**src/sv/cjfc_pkg.sv**
```systemverilog
// Package with shared types and constants for the chunked job frame checker.
package cjfc_pkg;

    localparam logic [31:0] HDR_BYTES     = 32'd20;
    localparam logic [7:0]  PROTO_VERSION = 8'd2;
    localparam logic [7:0]  KIND_START    = 8'd1;
    localparam logic [7:0]  KIND_DATA     = 8'd2;
    localparam logic [7:0]  KIND_END      = 8'd3;
    localparam logic [31:0] START_MIN     = 32'd8;
    localparam logic [31:0] END_MIN       = 32'd4;
    localparam logic [31:0] MAGIC_WORD    = {8'h30, 8'h36, 8'h33, 8'h50};
    localparam int          QUEUE_DEPTH   = 2;

    typedef enum logic [1:0] {
        CLS_NONE,
        CLS_START,
        CLS_DATA,
        CLS_END
    } cls_t;

    typedef enum logic [2:0] {
        ACT_NONE    = 3'd0,
        ACT_OPEN    = 3'd1,
        ACT_REOPEN  = 3'd2,
        ACT_APPEND  = 3'd3,
        ACT_COMMIT  = 3'd4,
        ACT_DISCARD = 3'd5
    } act_t;

    typedef struct packed {
        cls_t        cls;
        logic        start_ok;
        logic        end_has_count;
        logic [31:0] job_id;
        logic [31:0] block_number;
        logic [31:0] payload_length;
        logic [31:0] payload_word0;
        logic [31:0] payload_word1;
    } cmd_t;

    typedef struct packed {
        logic valid;
        logic ready;
    } hs_t;

endpackage

```
**src/sv/cjfc_if.sv**
```systemverilog


interface cjfc_out_if;
    logic        valid;
    logic        ready;
    logic        accepted;
    logic [2:0]  action;
    logic [31:0] action_length;

    modport source (
        output valid, accepted, action, action_length,
        input  ready
    );
    modport sink (
        input  valid, accepted, action, action_length,
        output ready
    );
endinterface

```
**src/sv/cjfc_back.sv**
```systemverilog
// Back end: holds the open job state, executes commands and registers the result.
module cjfc_back (
    input  logic            clk,
    input  logic            rst_n,
    input  cjfc_pkg::cmd_t  cmd,
    input  cjfc_pkg::hs_t   cmd_hs,
    output logic            cmd_ready,
    cjfc_out_if.source      result_out
);
    import cjfc_pkg::*;

    logic        job_open_reg;
    logic        job_open_next;
    logic [31:0] current_job_reg;
    logic [31:0] current_job_next;
    logic [31:0] expected_total_reg;
    logic [31:0] expected_total_next;
    logic [31:0] bytes_received_reg;
    logic [31:0] bytes_received_next;
    logic [31:0] blocks_received_reg;
    logic [31:0] blocks_received_next;

    logic        out_valid_reg;
    logic        out_accepted_reg;
    act_t        out_action_reg;
    logic [31:0] out_length_reg;

    logic        res_accepted;
    act_t        res_action;
    logic [31:0] res_length;
    logic        pop;
    logic        job_match;
    logic [31:0] want_blocks;
    logic        end_ok;

    assign cmd_ready = !out_valid_reg || result_out.ready;
    assign pop       = cmd_hs.valid && cmd_ready;
    assign job_match = job_open_reg && (cmd.job_id == current_job_reg);
    assign want_blocks = cmd.end_has_count ? cmd.payload_word0 : blocks_received_reg;
    assign end_ok = (bytes_received_reg == expected_total_reg)
                    && (blocks_received_reg == want_blocks);

    always_comb
    begin
        job_open_next        = job_open_reg;
        current_job_next     = current_job_reg;
        expected_total_next  = expected_total_reg;
        bytes_received_next  = bytes_received_reg;
        blocks_received_next = blocks_received_reg;
        res_accepted         = 1'b0;
        res_action           = ACT_NONE;
        res_length           = '0;
        case (cmd.cls)
            CLS_START:
            begin
                job_open_next        = 1'b0;
                current_job_next     = '0;
                expected_total_next  = '0;
                bytes_received_next  = '0;
                blocks_received_next = '0;
                if (cmd.start_ok)
                begin
                    job_open_next       = 1'b1;
                    current_job_next    = cmd.job_id;
                    expected_total_next = cmd.payload_word0;
                    res_accepted        = 1'b1;
                    res_action          = job_open_reg ? ACT_REOPEN : ACT_OPEN;
                    res_length          = cmd.payload_word1;
                end
                else
                begin
                    res_action = job_open_reg ? ACT_DISCARD : ACT_NONE;
                end
            end
            CLS_DATA:
            begin
                if (job_match)
                begin
                    if (cmd.block_number != blocks_received_reg)
                    begin
                        job_open_next        = 1'b0;
                        current_job_next     = '0;
                        expected_total_next  = '0;
                        bytes_received_next  = '0;
                        blocks_received_next = '0;
                        res_action           = ACT_DISCARD;
                    end
                    else
                    begin
                        bytes_received_next  = bytes_received_reg + cmd.payload_length;
                        blocks_received_next = blocks_received_reg + 32'd1;
                        res_accepted         = 1'b1;
                        res_action           = ACT_APPEND;
                        res_length           = cmd.payload_length;
                    end
                end
            end
            CLS_END:
            begin
                if (job_match)
                begin
                    job_open_next        = 1'b0;
                    current_job_next     = '0;
                    expected_total_next  = '0;
                    bytes_received_next  = '0;
                    blocks_received_next = '0;
                    res_accepted         = end_ok;
                    res_action           = end_ok ? ACT_COMMIT : ACT_DISCARD;
                end
            end
            default:
            begin
                res_action = ACT_NONE;
            end
        endcase
    end

    always_ff @(posedge clk or negedge rst_n)
    begin
        if (!rst_n)
        begin
            job_open_reg        <= 1'b0;
            current_job_reg     <= '0;
            expected_total_reg  <= '0;
            bytes_received_reg  <= '0;
            blocks_received_reg <= '0;
            out_valid_reg       <= 1'b0;
        end
        else
        begin
            if (pop)
            begin
                job_open_reg        <= job_open_next;
                current_job_reg     <= current_job_next;
                expected_total_reg  <= expected_total_next;
                bytes_received_reg  <= bytes_received_next;
                blocks_received_reg <= blocks_received_next;
                out_valid_reg       <= 1'b1;
            end
            else if (result_out.ready)
            begin
                out_valid_reg <= 1'b0;
            end
        end
    end

    always_ff @(posedge clk)
    begin
        if (pop)
        begin
            out_accepted_reg <= res_accepted;
            out_action_reg   <= res_action;
            out_length_reg   <= res_length;
        end
    end

    assign result_out.valid         = out_valid_reg;
    assign result_out.accepted      = out_accepted_reg;
    assign result_out.action        = out_action_reg;
    assign result_out.action_length = out_length_reg;

    a_closed_is_clear: assert property (@(posedge clk) disable iff (!rst_n)
        !job_open_reg |-> (bytes_received_reg == '0) && (blocks_received_reg == '0)
                          && (current_job_reg == '0) && (expected_total_reg == '0))
        else $error("closed job left counters set");

    a_accept_action: assert property (@(posedge clk) disable iff (!rst_n)
        out_valid_reg && out_accepted_reg |->
            (out_action_reg == ACT_OPEN) || (out_action_reg == ACT_REOPEN)
            || (out_action_reg == ACT_APPEND) || (out_action_reg == ACT_COMMIT))
        else $error("accepted result carries a non-success action");

    a_start_opens: assert property (@(posedge clk) disable iff (!rst_n)
        pop && (cmd.cls == CLS_START) && cmd.start_ok |=> job_open_reg)
        else $error("valid start did not open a job");

    a_end_closes: assert property (@(posedge clk) disable iff (!rst_n)
        pop && (cmd.cls == CLS_END) && job_match |=> !job_open_reg)
        else $error("end frame left a job open");

endmodule

```
**src/flat_wrapper.sv**
```systemverilog
// flat-port wrapper written by rule: the top's interface ports become plain ports
module cjfc_back_flat import cjfc_pkg::*;
  (clk, rst_n, cmd, cmd_hs, cmd_ready, result_out_valid, result_out_accepted, result_out_action, result_out_action_length, result_out_ready);
  cjfc_out_if result_out_i ();
  input  logic clk;
  input  logic rst_n;
  input  cjfc_pkg::cmd_t cmd;
  input  cjfc_pkg::hs_t cmd_hs;
  output logic cmd_ready;
  output wire logic [$bits(result_out_i.valid)-1:0] result_out_valid;
  output wire logic [$bits(result_out_i.accepted)-1:0] result_out_accepted;
  output wire logic [$bits(result_out_i.action)-1:0] result_out_action;
  output wire logic [$bits(result_out_i.action_length)-1:0] result_out_action_length;
  input wire logic [$bits(result_out_i.ready)-1:0] result_out_ready;
  assign result_out_valid = result_out_i.valid;
  assign result_out_accepted = result_out_i.accepted;
  assign result_out_action = result_out_i.action;
  assign result_out_action_length = result_out_i.action_length;
  assign result_out_i.ready = result_out_ready;
  cjfc_back u_core (.clk(clk), .rst_n(rst_n), .cmd(cmd), .cmd_hs(cmd_hs), .cmd_ready(cmd_ready), .result_out(result_out_i));
endmodule
```
**config.mk**
```make
export PLATFORM = sky130hd
export DESIGN_NAME = cjfc_back_flat
export DESIGN_NICKNAME = d
export VERILOG_FILES = /design/src/sv/cjfc_pkg.sv /design/src/sv/cjfc_if.sv /design/src/sv/cjfc_back.sv /design/src/flat_wrapper.sv
export SDC_FILE = /design/constraint.sdc
export NUM_CORES = 1
export LEC_CHECK = 0
export CAP_MARGIN = 40
export CORE_MARGIN = 3
export CORE_UTILIZATION = 52
export CTS_BUF_LIST = sky130_fd_sc_hd__clkbuf_16
export CTS_CLUSTER_SIZE = 24
export DETAILED_ROUTE_END_ITERATION = 7
export DONT_BUFFER_PORTS = 1
export GPL_TIMING_DRIVEN = 0
export PLACE_DENSITY_LB_ADDON = 0.1
export SKIP_CTS_REPAIR_TIMING = 1
export SYNTH_ARGS = -nofsm -noshare
export SYNTH_HDL_FRONTEND = slang
export SYNTH_SLANG_ARGS = --single-unit
```
**constraint.sdc**
```tcl
create_clock -name clk -period 2.9 [get_ports clk]
set_clock_uncertainty 0.2 [all_clocks]
set_input_delay 0.29 -clock clk [delete_from_list [all_inputs] [get_ports clk]]
set_output_delay 0.29 -clock clk [all_outputs]
set_load 0.005 [all_outputs]
```
### Word level (Yosys, flattened, before mapping)

Cells that the tools add are included.

* add/subtract/negate cells: 2
* multiplexer cells: 37
* reductions and logical operators: 9
* equality and inequality tests: 10

Operators with widths (count)
* $mux 32: 13
* $pmux 32 s3: 4
* $eq 32x32->1: 3
* $pmux 32 s2: 1
* $add 32x1->32 const B: 1
* $add 32x32->32: 1
* $ne 32x32->1: 1
* $mux 3: 5
* $mux 1: 10
* $pmux 3 s3: 1
* $ne 2x1->1 const B: 3
* $pmux 1 s3: 2
* $reduce_and 5->1: 1
* $eq 2x2->1 const B: 2
* $reduce_and 4->1: 1
* $logic_and 1x1->1: 3
* $reduce_bool 3->1: 1
* $eq 2x1->1 const B: 1
* $mux 2: 1
* $reduce_bool 2->1: 1
* $logic_not 1->1: 1
* $logic_or 1x1->1: 1

* register bits: 166
* logic and storage cells: 67
* input port bits: 169
* output and inout port bits: 38

### Longest topological paths before layout

* depth after elaboration: 6
* gate-level depth with buffers: 11
* mapped depth without buffers: 11

### Worst setup path before layout

Ideal clock, no wire load.

* path kind: register -> register
* from: reg u_core.out_valid_reg (netlist: u_core.result_out.valid)
* to: reg u_core.expected_total_reg[10]
* path buffers: 2
* arrival time: 2647 ps
* required time: 2579 ps
* period minus slack after synthesis: 2968 ps
* library setup time: 121 ps
* slack: -68 ps
* cell stages (with the launch flop): 9
* cell sequence: dfrtp_1 > nand2b_1 > and2_1 > nor2b_1 > o21ai_0 > nand2b_1 > buf_2 > buf_2 > a22o_1

* cells in the longest elaborated chain, start to end: 4

RTL lines
* from (decl): line cjfc_back.sv:23 `logic out_valid_reg;`
* from (signal assigned): line cjfc_back.sv:127 `out_valid_reg <= 1'b0;`
* from (signal assigned): line cjfc_back.sv:138 `out_valid_reg <= 1'b1;`
* from (signal assigned): line cjfc_back.sv:142 `out_valid_reg <= 1'b0;`
* $logic_not 1->1: line cjfc_back.sv:36 `assign cmd_ready = !out_valid_reg || result_out.ready;`
* $logic_or 1x1->1: line cjfc_back.sv:36
* net cmd_ready: line flat_wrapper.sv:9 `output logic cmd_ready;`
* $logic_and 1x1->1: line cjfc_back.sv:37 `assign pop = cmd_hs.valid && cmd_ready;`
* net u_core.pop: line cjfc_back.sv:31 `logic pop;`
* $reduce_and 5->1 (no line)
* to (signal assigned): line cjfc_back.sv:135 `expected_total_reg <= expected_total_next;`
* to (decl): line cjfc_back.sv:16 `logic [31:0] expected_total_reg;`

The timed path passes the listed nets, and every way through them passes these cells.
A chain may end at the register's enable or synchronous reset.

### Final worst setup path

* from: reg u_core.bytes_received_reg[0]
* to: reg u_core.bytes_received_reg[30]

* cells in the longest elaborated chain, start to end: 4

RTL lines
* from (decl): line cjfc_back.sv:18 `logic [31:0] bytes_received_reg;`
* from (signal assigned): line cjfc_back.sv:136 `bytes_received_reg <= bytes_received_next;`
* $add 32x32->32: line cjfc_back.sv:90 `bytes_received_next = bytes_received_reg + cmd.payload_length;`
* $mux 32: line cjfc_back.sv:79 `if (cmd.block_number != blocks_received_reg)`
* $mux 32: line cjfc_back.sv:77 `if (job_match)`
* $pmux 32 s3: line cjfc_back.sv:53 `case (cmd.cls)`

No other way between the ends. The select of a mux whose other input is x is not followed.

==> metrics.csv <==
metric,value,unit
Worst VDD drop,0.0004326,V
design area,0.01260,mm2
sequential fraction of the synthesis area,0.4349,
Final GP Congestion,0.9439,
MaxCap Viol Count,0,
Clock Tree Buf Depth,2,
hpwl dp,21150,um
residual DRC count,0,
# diodes,0,
CTS tree,built,
syn nets,1188,
Initial Utilization,0.5418,
CTS Buf Count,17,
drt via density,6.054,
failing checks,"negative hold slack, negative setup slack",
post-layout min period,3.057,ns
Synth area leader,dfrtp_1,
RSZ-0062 raised after global routing,yes,
# setup viols final,8,
Slew @ Worst Pin,0.6637,ns
largest fanout on the critical path,4,
"EDFF count, synth",36,
"Critical Path, Cell by Cell",ha_4 -> inv_2 -> fa_2 -> nor2b_4 -> o31a_1 -> o311ai_4 -> a311oi_2 -> a2111oi_4 -> o22ai_2 -> a311o_1 -> nand3_1,
setup slack after layout,-0.1570,ns
Slew headroom,0.5575,
I/O pin total,207,
Required @ worst endpoint,3.06,ns
setup_tns,-0.4991,ns
FP Rows,49,
DR iter-0 viols,749,
Pwr Density,457.8,mW/mm2
largest net degree at the start of global routing,131,
Die Ht,144.4,um
Final Core Density,0.6852,
Synth top area share,0.3264,
Placed Instance Area,0.01025,mm2
via count,8415,
Syn Std Cell Area,0.009966,mm2
Syn-to-layout area delta,26.45,%
Port Buffers,0,
DRT Wirelength,30690,um
outcome,"complete, but fails checks",
FMAX,0.3271,GHz
WP data arrival,3.22,ns
global-route wire length before repair,41360,um
Place WS,-0.4882,ns
Hold Crit Class,input pin to asynchronous set/reset pin,
CTS Root Cell,clkbuf_16,
DIE AREA,0.02086,mm2
Synth Warn #,0,
grt total ovfl,0,
CTS sink count,166,
Post-synth top flop,dfrtp_1,
overall routing resource usage,0.2607,
Async SR Flop Fraction,0.7831,
iteration count of the initial detailed-routing pass,8,
critical path capture point type,flip-flop,
Seq cells post-synth,166,
CP Launch Type,flip-flop,
power consumption,5.769,mW
Placed Cells,1209,
Top Family by Delay on Critical Path,compound AO/OA/AOI/OAI gates,
tightest hold margin,-0.6531,ns
Area contributors post-synth,"dfrtp_1 (33%), edfxtp_1 (11%), xor2_1 (9.1%)",
LEAKAGE,5.461,nW
critical path buffer and inverter count,1,
slowest cell on the critical path,dfrtp_1,
critical path type,flip-flop to flip-flop,
Hold Fails Final Rpt,133,
Max stage delay on crit path,0.43,ns
die width,144.4,um
pins over their slew limit,0,
antenna violations before repair,1,
vias in the first global route,7370,
drt wl/cell,22.08,um
Worst-Skew Late Latency,0.43,ns
Worst-path clk slew,0.07,ns
layout cells sized above 1,0.1171,
Final ANT Viol Nets,0,
Yosys cell types,64,
total core area,0.01839,mm2
synthesized instance count,980,
Mapped Avg Cell Area,10.17,um2
# H-tree levels,4,
R2R Setup Slk,-0.16,ns
fin crit share,1.054,
"non-filler cells, final",1390,
Final nets,1356,
[power breakdown]
group	switching, mW	internal, mW	total (mW)	leakage (nW)
clock network	0.968	1.33	2.30	0.305
logic	0.346	0.433	0.779	3.04
registers	0.135	2.56	2.69	2.11
total	1.45	4.32	5.77	5.46
[synthesized netlist by cell type, types with 14 or more instances]
cell type,instances
a21o_1,14
a21oi_1,33
a22o_1,67
a22oi_1,32
buf_2,15
clkbuf_1,40
dfrtp_1,130
edfxtp_1,36
ha_1,38
inv_1,32
nand2_1,58
nand3_1,17
nand4_1,20
nor2_1,41
nor2b_1,40
nor3_1,21
nor4_1,31
o21ai_0,32
o31ai_1,15
xnor2_1,68
xor2_1,103
[final cells by class]
type | instances | area [um2]
multi-input combinational | 726 | 5549
clock buffer | 20 | 500.5
buffer | 54 | 255.2
inverter | 32 | 120.1
fill | 1388 | 5791
sequential | 166 | 4339
tap | 229 | 286.5
clock inverter | 12 | 97.59
timing repair buffer | 151 | 1454
[worst paths after layout]
kind	to	startpoint	depth (start not counted)
min in group clk	u_core.result_out.action_length[29]$_DFFE_PP_	cmd[93]	2
setup / recovery	u_core.bytes_received_reg[30]$_DFFE_PN0P_	u_core.bytes_received_reg[0]$_DFFE_PN0P_	11
hold reg to reg	u_core.bytes_received_reg[7]$_DFFE_PN0P_	u_core.bytes_received_reg[7]$_DFFE_PN0P_	2
setup reg to reg	u_core.bytes_received_reg[30]$_DFFE_PN0P_	u_core.bytes_received_reg[0]$_DFFE_PN0P_	11
max in group asynchronous	u_core.blocks_received_reg[18]$_DFFE_PN0P_	rst_n	0
hold / removal	u_core.current_job_reg[16]$_DFFE_PN0P_	rst_n	0
[routing by layer]
layer	up-vias	wire length, um	GRT usage
met4	2	627	0.09033
met2	340	14650	0.4001
li1	3908	-	-
met1	4116	12990	0.3461
met3	49	2413	0.08896
met5	-	13	0
[cell families after synthesis]
kind of cell    count (synthesis)  synth area share
mux                             1          0.001004
xor+xnor                      171            0.1503
compound gates                244            0.1815
fa+ha+maj                      39           0.04972
simple gates                  270            0.1469
buf+inv                        89           0.03566
flops                         166            0.4349
[cells in the final DEF, fill, tap and decap left out, types with 34 or more instances in the layout]
cell / synthesis / final
inv_1: 32 / 34
nand2_1: 58 / 57
xor2_1: 103 / 103
dlygate4sd3_1: 0 / 128
nor2b_1: 40 / 38
dfrtp_1: 130 / 126
edfxtp_1: 36 / 36
nor2_1: 41 / 39
xnor2_1: 68 / 68
a22o_1: 67 / 67
[worst register-to-register path, delay by kind of cell, from the launching register on]
family	cells	cell delay, ns
AO/OA/AOI/OAI	6	1.79
flip-flops	1	0.43
adder cells (fa/ha/maj)	2	0.41
AND/OR/NAND/NOR	2	0.13
buffers and inverters	1	0.05
Note: power is estimated with default switching activity, not from simulation.
